### src/hw/rtl/mexp_pkg.sv
// ----------------------------------------------------------------------------
// mexp_pkg
// Shared widths, operation codes and controller/datapath interface structs
// for the modular exponentiation block.
// ----------------------------------------------------------------------------
`default_nettype none

package mexp_pkg;

   localparam int DATA_W = 64;
   localparam int CNT_W  = 6;   // counts the DATA_W bit steps of one modular operation

   // Datapath operation selected by the controller
   localparam logic [1:0] OP_RED = 2'd0;  // base mod modulus
   localparam logic [1:0] OP_MUL = 2'd1;  // acc = base * acc mod modulus
   localparam logic [1:0] OP_SQR = 2'd2;  // base = base * base mod modulus

   typedef struct packed {
      logic       load;      // capture a new request
      logic       start;     // clear remainder, load multiplier bits
      logic       step;      // one shift-add-reduce step
      logic       commit;    // write the finished remainder back
      logic       out_load;  // fill the response register
      logic [1:0] op;
   } mexp_cmd_type;

   typedef struct packed {
      logic bad;      // modulus of the current request is zero
      logic e_zero;   // no exponent bits left
      logic e_lsb;    // current exponent bit
   } mexp_status_type;

endpackage

`default_nettype wire

### src/hw/rtl/mexp_dp.sv
// ----------------------------------------------------------------------------
// mexp_dp
// Datapath: operand registers, shared shift-add modular reducer and the
// response register.
// ----------------------------------------------------------------------------
`default_nettype none

module mexp_dp
   import mexp_pkg::*;
(
   input  wire logic                clock,
   input  wire mexp_cmd_type        cmd,
   output      mexp_status_type     status,
   input  wire logic [DATA_W-1:0]   req_base_value,
   input  wire logic [DATA_W-1:0]   req_exponent,
   input  wire logic [DATA_W-1:0]   req_modulus,
   output      logic [DATA_W-1:0]   rsp_power_result,
   output      logic                rsp_bad_modulus
);

   logic [DATA_W-1:0] b_ff, b_in;
   logic [DATA_W-1:0] acc_ff, acc_in;
   logic [DATA_W-1:0] e_ff, e_in;
   logic [DATA_W-1:0] m_ff, m_in;
   logic [DATA_W-1:0] r_ff, r_in;
   logic [DATA_W-1:0] mq_ff, mq_in;
   logic              bad_ff, bad_in;
   logic [DATA_W-1:0] res_ff, res_in;
   logic              flag_ff, flag_in;

   logic [DATA_W:0]   dbl;
   logic [DATA_W:0]   dbl_red;
   logic [DATA_W-1:0] addend;
   logic [DATA_W:0]   sum;
   logic [DATA_W:0]   sum_red;
   logic [DATA_W:0]   m_ext;

   // One step: r = ((2r mod m) + bit * addend) mod m, addend <= m
   always_comb begin
      m_ext   = {1'b0, m_ff};
      dbl     = {r_ff, 1'b0};
      dbl_red = (dbl >= m_ext) ? (dbl - m_ext) : dbl;
      addend  = (cmd.op == OP_RED) ? DATA_W'(1) : b_ff;
      sum     = {1'b0, dbl_red[DATA_W-1:0]} + (mq_ff[DATA_W-1] ? {1'b0, addend} : '0);
      sum_red = (sum >= m_ext) ? (sum - m_ext) : sum;
   end

   always_comb begin
      b_in    = b_ff;
      acc_in  = acc_ff;
      e_in    = e_ff;
      m_in    = m_ff;
      r_in    = r_ff;
      mq_in   = mq_ff;
      bad_in  = bad_ff;
      res_in  = res_ff;
      flag_in = flag_ff;

      if (cmd.load) begin
         b_in   = req_base_value;
         e_in   = req_exponent;
         m_in   = req_modulus;
         acc_in = DATA_W'(1);
         bad_in = (req_modulus == '0);
         r_in   = '0;
         mq_in  = req_base_value;
      end

      if (cmd.start) begin
         r_in  = '0;
         mq_in = (cmd.op == OP_MUL) ? acc_ff : b_ff;
      end

      if (cmd.step) begin
         r_in  = sum_red[DATA_W-1:0];
         mq_in = {mq_ff[DATA_W-2:0], 1'b0};
      end

      // commit the remainder that the last step produces
      if (cmd.commit) begin
         case (cmd.op)
            OP_MUL: begin
               acc_in = sum_red[DATA_W-1:0];
            end
            OP_SQR: begin
               b_in = sum_red[DATA_W-1:0];
               e_in = {1'b0, e_ff[DATA_W-1:1]};
            end
            default: begin
               b_in = sum_red[DATA_W-1:0];
            end
         endcase
      end

      if (cmd.out_load) begin
         res_in  = bad_ff ? '0 : acc_ff;
         flag_in = bad_ff;
      end
   end

   always_ff @(posedge clock) begin
      b_ff    <= b_in;
      acc_ff  <= acc_in;
      e_ff    <= e_in;
      m_ff    <= m_in;
      r_ff    <= r_in;
      mq_ff   <= mq_in;
      bad_ff  <= bad_in;
      res_ff  <= res_in;
      flag_ff <= flag_in;
   end

   assign status.bad    = bad_ff;
   assign status.e_zero = (e_ff == '0);
   assign status.e_lsb  = e_ff[0];

   assign rsp_power_result = res_ff;
   assign rsp_bad_modulus  = flag_ff;

endmodule

`default_nettype wire

### src/hw/rtl/mexp_ctrl.sv
// ----------------------------------------------------------------------------
// mexp_ctrl
// Controller: sequences the reduce / multiply / square operations over the
// exponent bits and runs both handshakes.
// ----------------------------------------------------------------------------
`default_nettype none

module mexp_ctrl
   import mexp_pkg::*;
(
   input  wire logic            clock,
   input  wire logic            reset,
   input  wire logic            req_valid,
   output      logic            req_ready,
   output      logic            rsp_valid,
   input  wire logic            rsp_ready,
   output      mexp_cmd_type    cmd,
   input  wire mexp_status_type status
);

   localparam logic [2:0] ST_IDLE   = 3'd0;
   localparam logic [2:0] ST_REDUCE = 3'd1;
   localparam logic [2:0] ST_PICK   = 3'd2;
   localparam logic [2:0] ST_MUL    = 3'd3;
   localparam logic [2:0] ST_SQR    = 3'd4;
   localparam logic [2:0] ST_FINISH = 3'd5;

   logic [2:0]       state_ff, state_in;
   logic [CNT_W-1:0] cnt_ff, cnt_in;
   logic             mul_done_ff, mul_done_in;
   logic             rsp_valid_ff, rsp_valid_in;
   logic             cnt_last;

   assign cnt_last = &cnt_ff;

   always_comb begin
      state_in     = state_ff;
      cnt_in       = cnt_ff;
      mul_done_in  = mul_done_ff;
      rsp_valid_in = rsp_valid_ff;
      cmd          = '0;
      cmd.op       = OP_RED;

      if (rsp_valid_ff && rsp_ready) begin
         rsp_valid_in = 1'b0;
      end

      case (state_ff)
         ST_IDLE: begin
            if (req_valid) begin
               cmd.load    = 1'b1;
               cnt_in      = '0;
               mul_done_in = 1'b0;
               state_in    = ST_REDUCE;
            end
         end
         ST_REDUCE: begin
            cmd.op   = OP_RED;
            cmd.step = 1'b1;
            cnt_in   = cnt_ff + CNT_W'(1);
            if (cnt_last) begin
               cmd.commit = 1'b1;
               state_in   = ST_PICK;
            end
         end
         ST_PICK: begin
            cnt_in = '0;
            if (status.bad || status.e_zero) begin
               state_in = ST_FINISH;
            end else if (status.e_lsb && !mul_done_ff) begin
               cmd.op      = OP_MUL;
               cmd.start   = 1'b1;
               mul_done_in = 1'b1;
               state_in    = ST_MUL;
            end else begin
               cmd.op      = OP_SQR;
               cmd.start   = 1'b1;
               mul_done_in = 1'b0;
               state_in    = ST_SQR;
            end
         end
         ST_MUL: begin
            cmd.op   = OP_MUL;
            cmd.step = 1'b1;
            cnt_in   = cnt_ff + CNT_W'(1);
            if (cnt_last) begin
               cmd.commit = 1'b1;
               state_in   = ST_PICK;
            end
         end
         ST_SQR: begin
            cmd.op   = OP_SQR;
            cmd.step = 1'b1;
            cnt_in   = cnt_ff + CNT_W'(1);
            if (cnt_last) begin
               cmd.commit = 1'b1;
               state_in   = ST_PICK;
            end
         end
         ST_FINISH: begin
            // hold until the response register is free
            if (!rsp_valid_ff || rsp_ready) begin
               cmd.out_load = 1'b1;
               rsp_valid_in = 1'b1;
               state_in     = ST_IDLE;
            end
         end
         default: begin
            state_in = ST_IDLE;
         end
      endcase
   end

   always_ff @(posedge clock) begin
      if (reset) begin
         state_ff     <= ST_IDLE;
         cnt_ff       <= '0;
         mul_done_ff  <= 1'b0;
         rsp_valid_ff <= 1'b0;
      end else begin
         state_ff     <= state_in;
         cnt_ff       <= cnt_in;
         mul_done_ff  <= mul_done_in;
         rsp_valid_ff <= rsp_valid_in;
      end
   end

   assign req_ready = (state_ff == ST_IDLE);
   assign rsp_valid = rsp_valid_ff;

endmodule

`default_nettype wire

### src/hw/rtl/modular_exponentiation.sv
// Sequence from request accept to rsp_valid: the base reduction, then a pick state and one full
//   reducer pass per modular multiply or square, then a last pick and the finish state.
// Throughput: one request at a time; req_ready returns once the controller is back in idle
//   after the response loads. An all-ones exponent takes 128 modular multiplies and squares.
// A zero modulus still runs the base reduction, then answers without any multiply or square.
// Reset (synchronous, active high) returns the controller to idle and drops rsp_valid.
// ----------------------------------------------------------------------------
// modular_exponentiation
// Right-to-left square-and-multiply: base^exponent mod modulus over 64-bit
// operands, with exact 128-bit-equivalent products via a shift-add reducer.
// ----------------------------------------------------------------------------
`default_nettype none

module modular_exponentiation
   import mexp_pkg::*;
(
   input  wire logic              clock,
   input  wire logic              reset,
   // request channel
   input  wire logic              req_valid,
   output      logic              req_ready,
   input  wire logic [DATA_W-1:0] req_base_value,
   input  wire logic [DATA_W-1:0] req_exponent,
   input  wire logic [DATA_W-1:0] req_modulus,
   // response channel
   output      logic              rsp_valid,
   input  wire logic              rsp_ready,
   output      logic [DATA_W-1:0] rsp_power_result,
   output      logic              rsp_bad_modulus
);

   // Command and status between the sequencer and the arithmetic.
   mexp_cmd_type    cmd;
   mexp_status_type status;

   // Controller: walks the exponent bits, one reducer operation at a time.
   // The response register lets a new request enter while the last
   // response still waits on rsp_ready.
   mexp_ctrl u_ctrl (
      .clock     (clock),
      .reset     (reset),
      .req_valid (req_valid),
      .req_ready (req_ready),
      .rsp_valid (rsp_valid),
      .rsp_ready (rsp_ready),
      .cmd       (cmd),
      .status    (status)
   );

   // Datapath: base, accumulator, exponent, modulus and the reducer that
   // forms (a * b) mod m one multiplier bit per cycle, MSB first.
   mexp_dp u_dp (
      .clock            (clock),
      .cmd              (cmd),
      .status           (status),
      .req_base_value   (req_base_value),
      .req_exponent     (req_exponent),
      .req_modulus      (req_modulus),
      .rsp_power_result (rsp_power_result),
      .rsp_bad_modulus  (rsp_bad_modulus)
   );

endmodule

`default_nettype wire

### config.mk
export PLATFORM = sky130hd
export DESIGN_NAME = modular_exponentiation
export DESIGN_NICKNAME = d
export VERILOG_FILES = /design/src/hw/rtl/mexp_pkg.sv /design/src/hw/rtl/mexp_dp.sv /design/src/hw/rtl/mexp_ctrl.sv /design/src/hw/rtl/modular_exponentiation.sv
export SDC_FILE = /design/constraint.sdc
export NUM_CORES = 1
export LEC_CHECK = 0
export BUFFER_PORTS_ARGS = -buffer_cell sky130_fd_sc_hd__buf_2
export CAP_MARGIN = 20
export CORE_ASPECT_RATIO = 0.6
export CORE_UTILIZATION = 44
export DETAILED_ROUTE_END_ITERATION = 8
export SETUP_SLACK_MARGIN = 0.05
export SYNTH_ARGS = -nofsm -noshare
export SYNTH_HDL_FRONTEND = slang
export SYNTH_HIERARCHICAL = 1
export SYNTH_SLANG_ARGS = --single-unit
### constraint.sdc
create_clock -name clock -period 25.5 [get_ports clock]
set_input_delay 5.1 -clock clock [delete_from_list [all_inputs] [get_ports clock]]
set_output_delay 5.1 -clock clock [all_outputs]
set_load 0.005 [all_outputs]
==> metrics.md, run 1 <==
| Metric | Value |
|---|---|
| Status | completed |
| Grt met2 use | 33.8% |
| Max incr delay on CP | 860 ps |
| Critical path arrival | 11780 ps |
| Via-to-Cell Ratio | 5.95 |
| Worst EP required | 25830 ps |
| Cells after DPL | 4735 |
| Syn Inst Count | 3705 |
| CP top delay family | compound AO/OA/AOI/OAI gates |
| Row count | 76 |
| Initial core utilization | 44.5% |
| Final max-slew violation count | 0 |
| Final Cycle Share | 44.9% |
| Hpwl dp | 86.3 mm |
| Top FF cell, synth | edfxtp_1 |
| Area contributors post-synth | edfxtp_1, dfxtp_1, ha_1 |
| Final hold slack | 501 ps |
| Commonest non-fill, non-tap cell in the layout | nand2_1 |
| Global-route wire length before repair | 164 mm |
| CP max FO | 61 |
| DR iter-0 viols | 3010 |
| Met1 usage | 50.7% |
| Dominant cell type by area after synthesis | edfxtp_1 |
| TritonCTS clock tree | done |
| Final wirelength | 110 mm |
| Post-layout min period | 11450 ps |
| Clock Latency Late Sink | 620 ps |
| Setup ws final | 14050 ps |
| Worst-path clk slew | 60 ps |
| CTS Sinks | 461 |
| Slew @ Worst Pin | 1110 ps |
| Grt total ovfl | 0 |
| Setup violators final | 0 |
| DR DRC count | 0 |
| FMAX | 87.4 MHz |
| Share of cells above drive strength 1 | 10.8% |
| Sequential fraction of the synthesis area | 36.9% |
| CTS Hold Bufs | 0 |
| RSZ-0062 raised after global routing | no |
| Core region area | 71800 sq um |
| Drt pass-1 iters | 8 |
| Maximum clock insertion buffer count | 3 |
| # resized after CTS | 0 |
| CTS Buf Count | 46 |
| CP bufs+invs | 2 |
| Setup_tns | 0 ps |
| Slowest cell on crit path | a211oi_1 |
| Headroom to the max-slew limit | 25.4% |
| CTS root buf | clkbuf_16 |
| Post-synth top area share | 24.2% |
| Syn Nets | 4097 |
| H-tree levels | 2 |
| Crit path top cell by count | o211ai_1 |
| Synth unique cells | 95 |
| Crit path kind | register to register |
| Max-cap check violation count | 0 |
| IO Count | 263 |
| Synth Register Bits | 461 |
| Final Non-Filler Cells | 4822 |
| Number of fill cells in the layout | 6965 |
| Crit end category | register |
| Post-synth ARST share | 0% |
| Port bufs | 262 |
| Vias in the first global route | 25300 |
| Hold WC Path Type | register to register |
| Mapped Area | 32000 sq um |
| Hold Vio Cnt, Final | 0 |
| CP startpoint kind | register |
| Initial antenna violation count | 4 |
| Placer congestion estimate | 1.07 |
| Antenna viol nets, final | 0 |
| Clock Skew | 30.1 ps |
| Ys Warns | 6 |
| Final Net Count | 4200 |
| Grt met3 use | 7.97% |
| EDFF count, synth | 257 |
| Vias | 28700 |
| Die footprint | 73700 sq um |
| Chip Height | 211 microns |
| Pre-CTS WS | 14640 ps |
| Wire per inst | 22.7 microns |
| Area Growth Syn to Fin | 10.6% |
| Global route hottest layer | met1 |
| Synthesized area per cell | 8.62 sq um |
| DIE WIDTH | 350 microns |
| Largest net degree at the start of global routing | 159 |
| Most frequent cells in the layout | nand2_1, o21ai_0, a21oi_1 |
| Total GRT Usage | 29.2% |
| Setup bufs post-CTS | 0 |
==> cells in the mapped netlist, types with 116 or more instances <==
master    count
dfxtp_1     204
nand2_1     369
ha_1        193
nor2b_1     141
a21o_1      118
nor2_1      244
clkbuf_1    184
a21oi_1     325
mux2i_1     160
edfxtp_1    257
o21ai_0     354
inv_1       116
==> metal layers <==
layer	up-vias	share of wire (%)
met3	67	12
li1	13700	-
met1	13600	54
met2	1300	34
met5	-	0.0073
met4	2	1.1
==> metrics by stage <==
| step | area, sq um | util (%) |
|---|---|---|
| final | 35300 | 49.2 |
| after global routing | 35300 | 49.2 |
| after detailed placement | 33800 | 47.1 |
| after global placement | 33800 | 47.1 |
| after CTS | 35300 | 49.2 |
| after floorplan | 32000 | - |
==> worst min-delay path: stages (launching register included) <==
cell      delay (ps)
dfxtp_1          330
nand3b_1          80
nand2_1           50
==> registers in the layout, indices dropped and copies added, names as in the netlist <==
name and flops:
u_ctrl/mul_done_ff 1, u_ctrl/state_ff 3, u_dp/bad_ff 1, u_dp/rsp_bad_modulus 1, u_dp/m_ff 64, u_ctrl/cnt_ff 6
u_dp/acc_ff 64, u_dp/b_ff 64, u_dp/e_ff 64, u_dp/rsp_power_result 64, u_dp/mq_ff 64, u_ctrl/rsp_valid 1
u_dp/r_ff 64
==> area by class of cell <==
class	count	area [sq um]	share of cell area, %
Timing Repair Buffer	290	1530	4.34
Sequential cell	461	11800	33.4
Antenna cell	1	2.50	0.00708
Tap cell	975	1220	3.45
Multi-Input combinational cell	2892	18800	53.2
Clock inverter	23	208	0.588
Clock buffer	63	1350	3.81
Inverter	117	440	1.25
==> final timing paths <==
kind	endpoint	from	slack (ps)	depth (start not counted)
min reg2reg	u_dp/acc_ff[48]	u_dp/acc_ff[48]	500	2
max reg2reg	u_dp/r_ff[37]	u_dp/m_ff[1]	14050	34
min	u_dp/acc_ff[48]	u_dp/acc_ff[48]	500	2
max	u_dp/r_ff[37]	u_dp/m_ff[1]	14050	34
==> cells by family after synthesis <==
kind of cell,after synthesis,share of synthesized area (%)
AO/OA/AOI/OAI,1156,21.8
XOR/XNOR,184,5.04
adder cells (fa/ha/maj),196,7.75
buffers and inverters,352,4.43
flip-flops,461,36.9
multiplexers,173,5.47
AND/OR/NAND/NOR,1183,18.6
Power of run 1 is left out: the tool's default activity adds up to more than one toggle a clock period on the data nets, which glitch-free logic cannot reach.
==> run 2, diff against run 1 <==
Clock period 25.5 ns to 10 ns, I/O delays scaled along.
==> run 2 against run 1 <==
Against the previous run:
- flip-flop and latch count is the same
- critical endpoint is now u_dp/r_ff[63]
- setup slack lost 14000 ps
- hold slack gained 2.7 ps
==> metrics.md, run 2 (synthesis results as in run 1) <==
| Metric | Value |
|---|---|
| Drt pass-1 iters | 6 (was 8) |
| FMAX | 103 MHz (was 87.4 MHz) |
| Clock Latency Late Sink | 640 ps (was 620 ps) |
| DR iter-0 viols | 2810 (was 3010) |
| DIE WIDTH | 350 microns (unchanged) |
| Placer congestion estimate | 1.05 (was 1.07) |
| Wire per inst | 22.5 microns (was 22.7 microns) |
| Worst EP required | 10340 ps (was 25830 ps) |
| Cell Area, Placed | 34300 sq um (was 33800 sq um) |
| Grt total ovfl | 0 (unchanged) |
| Final max-slew violation count | 0 (unchanged) |
| Met1 wire length | 56.8 mm (was 58.6 mm) |
| Worst-path clk slew | 70 ps (was 60 ps) |
| Final wirelength | 110 mm (about the same) |
| Hold WC Path Type | register to register (unchanged) |
| Number of diodes | 0 (was 1) |
| Status | completed (unchanged) |
| CP top delay family | compound AO/OA/AOI/OAI gates (unchanged) |
| Uppermost layer routed | met4 (was met5) |
| Final core area utilization | 50.1% (was 49.2%) |
| CTS Hold Bufs | 0 (unchanged) |
| CTS Sinks | 461 (unchanged) |
| CP bufs+invs | 0 (was 2) |
| Antenna viol nets, final | 0 (unchanged) |
| Global-route wire length before repair | 161 mm (was 164 mm) |
| RSZ-0062 raised after global routing | no (unchanged) |
| Clock Skew | 43.7 ps (was 30.1 ps) |
| Slew @ Worst Pin | 1090 ps (was 1110 ps) |
| CP startpoint kind | register (unchanged) |
| Pwr Total | 15100 uW |
| Maximum clock insertion buffer count | 3 (unchanged) |
| Initial core utilization | 44.5% (unchanged) |
| Chip Height | 211 microns (unchanged) |
| Port bufs | 262 (unchanged) |
| Hpwl dp | 86.2 mm (was 86.3 mm) |
| Row count | 76 (unchanged) |
| Critical path arrival | 10040 ps (was 11780 ps) |
| CP max FO | 10 (was 61) |
| IO Count | 263 (unchanged) |
| Post-layout min period | 9700 ps (was 11450 ps) |
| Initial antenna violation count | 1 (was 4) |
| Max-cap check violation count | 0 (unchanged) |
| Core region area | 71800 sq um (unchanged) |
| PwrDens | 419 nW/um^2 |
| P_leak | 0.0148 uW |
| Finished layout cell area | 36000 sq um (was 35300 sq um) |
| Max incr delay on CP | 680 ps (was 860 ps) |
| H-tree levels | 2 (unchanged) |
| Worst vdd ir | 0.000183 V |
| Crit path top cell by count | nand2_1 (was o211ai_1) |
| Area Growth Syn to Fin | 12.6% (was 10.6%) |
| Final Non-Filler Cells | 4880 (was 4822) |
| Final Cycle Share | 97.0% (was 44.9%) |
| Total GRT Usage | 28.7% (was 29.2%) |
| Commonest non-fill, non-tap cell in the layout | nand2_1 (unchanged) |
| Die footprint | 73700 sq um (unchanged) |
| Setup violators final | 0 (unchanged) |
| Crit path kind | register to register (unchanged) |
| Headroom to the max-slew limit | 26.6% (was 25.4%) |
| Hold Vio Cnt, Final | 0 (unchanged) |
| Crit end category | register (unchanged) |
| Via-to-Cell Ratio | 5.87 (was 5.95) |
| Cells after DPL | 4791 (was 4735) |
| Number of fill cells in the layout | 6918 (was 6965) |
| Vias | 28700 (about the same) |
| Met2 routed WL | 38.2 mm (was 37.1 mm) |
| Largest net degree at the start of global routing | 90 (was 159) |
| DR DRC count | 0 (unchanged) |
| Final Net Count | 4259 (was 4200) |
| CTS Buf Count | 46 (unchanged) |
| Vias in the first global route | 25300 (about the same) |
| Share of cells above drive strength 1 | 12.2% (was 10.8%) |
| TritonCTS clock tree | done (unchanged) |
| Slowest cell on crit path | nor3_1 (was a211oi_1) |
| Met3 Routed Length | 13.8 mm (was 12.6 mm) |
| Most frequent cells in the layout | nand2_1, o21ai_0, a21oi_1 (unchanged) |
| CTS root buf | clkbuf_16 (unchanged) |
| Setup_tns | 0 ps (unchanged) |
==> run 2: cell count changes in the layout (fill, tap and decap cells not counted), sizes merged <==
| cell | before | now |
|---|---|---|
| buf | 290 | 347 |
| bufinv | 1 | 8 |
| clkinv | 17 | 12 |
| clkbuf | 63 | 59 |
| clkinvlp | 2 | 4 |
| o21a | 30 | 32 |
| diode | 1 | 0 |
==> run 2: path summary, 6_finish.rpt <==
path / from / endpoint / slack [ps] / cells past startpoint
setup / recovery: u_dp/r_ff[9] / u_dp/r_ff[63] / 300 / 32
hold / removal: u_dp/acc_ff[39] / u_dp/acc_ff[39] / 500 / 2
setup reg to reg: u_dp/r_ff[9] / u_dp/r_ff[63] / 300 / 32
hold reg to reg: u_dp/acc_ff[39] / u_dp/acc_ff[39] / 500 / 2
==> run 2: through the flow <==
stage               setup WS (ps)  hold slack, ps
floorplan                    1790             448
global placement              517             488
detailed placement            389             490
CTS                           344             503
global route                 49.7             522
finish                        298             504
==> run 2: layer usage <==
metal	vias up	global-route usage, %
li1	13800	-
met1	13500	47.9
met2	1242	34.2
met3	75	9.75
met4	0	3.92
met5	-	0
==> run 2: worst min-delay path, delay by kind of cell, from the launching register on <==
kind,cells,cell delay [ps]
DFF,1,320
AOI/OAI and AO/OA,1,60
and+or+nand+nor,1,80
==> run 2: what timing repair did <==
item | 4_1_cts | 5_1_grt
setup buffers | 0 | 1
setup endpoints to repair | 0 | 189
resized for setup | 0 | 11
==> run 2: cell type report <==
class / count / area [sq um] / share of cell area, %
multi-input cells: 2894 / 18800 / 52.4
flip-flops and latches: 461 / 11800 / 32.8
repair buffers: 347 / 2030 / 5.65
clock buffers: 59 / 1230 / 3.42
well taps: 975 / 1220 / 3.39
inverters: 117 / 440 / 1.22
clock inverters: 27 / 403 / 1.12
==> run 2: where the power goes <==
| group | switching [uW] | total (uW) | internal, uW |
|---|---|---|---|
| logic | 6490 | 10200 | 3700 |
| registers | 374 | 2980 | 2600 |
| clock network | 826 | 1920 | 1090 |
| total | 7690 | 15100 | 7390 |
Power figures use the tool's default switching activity.
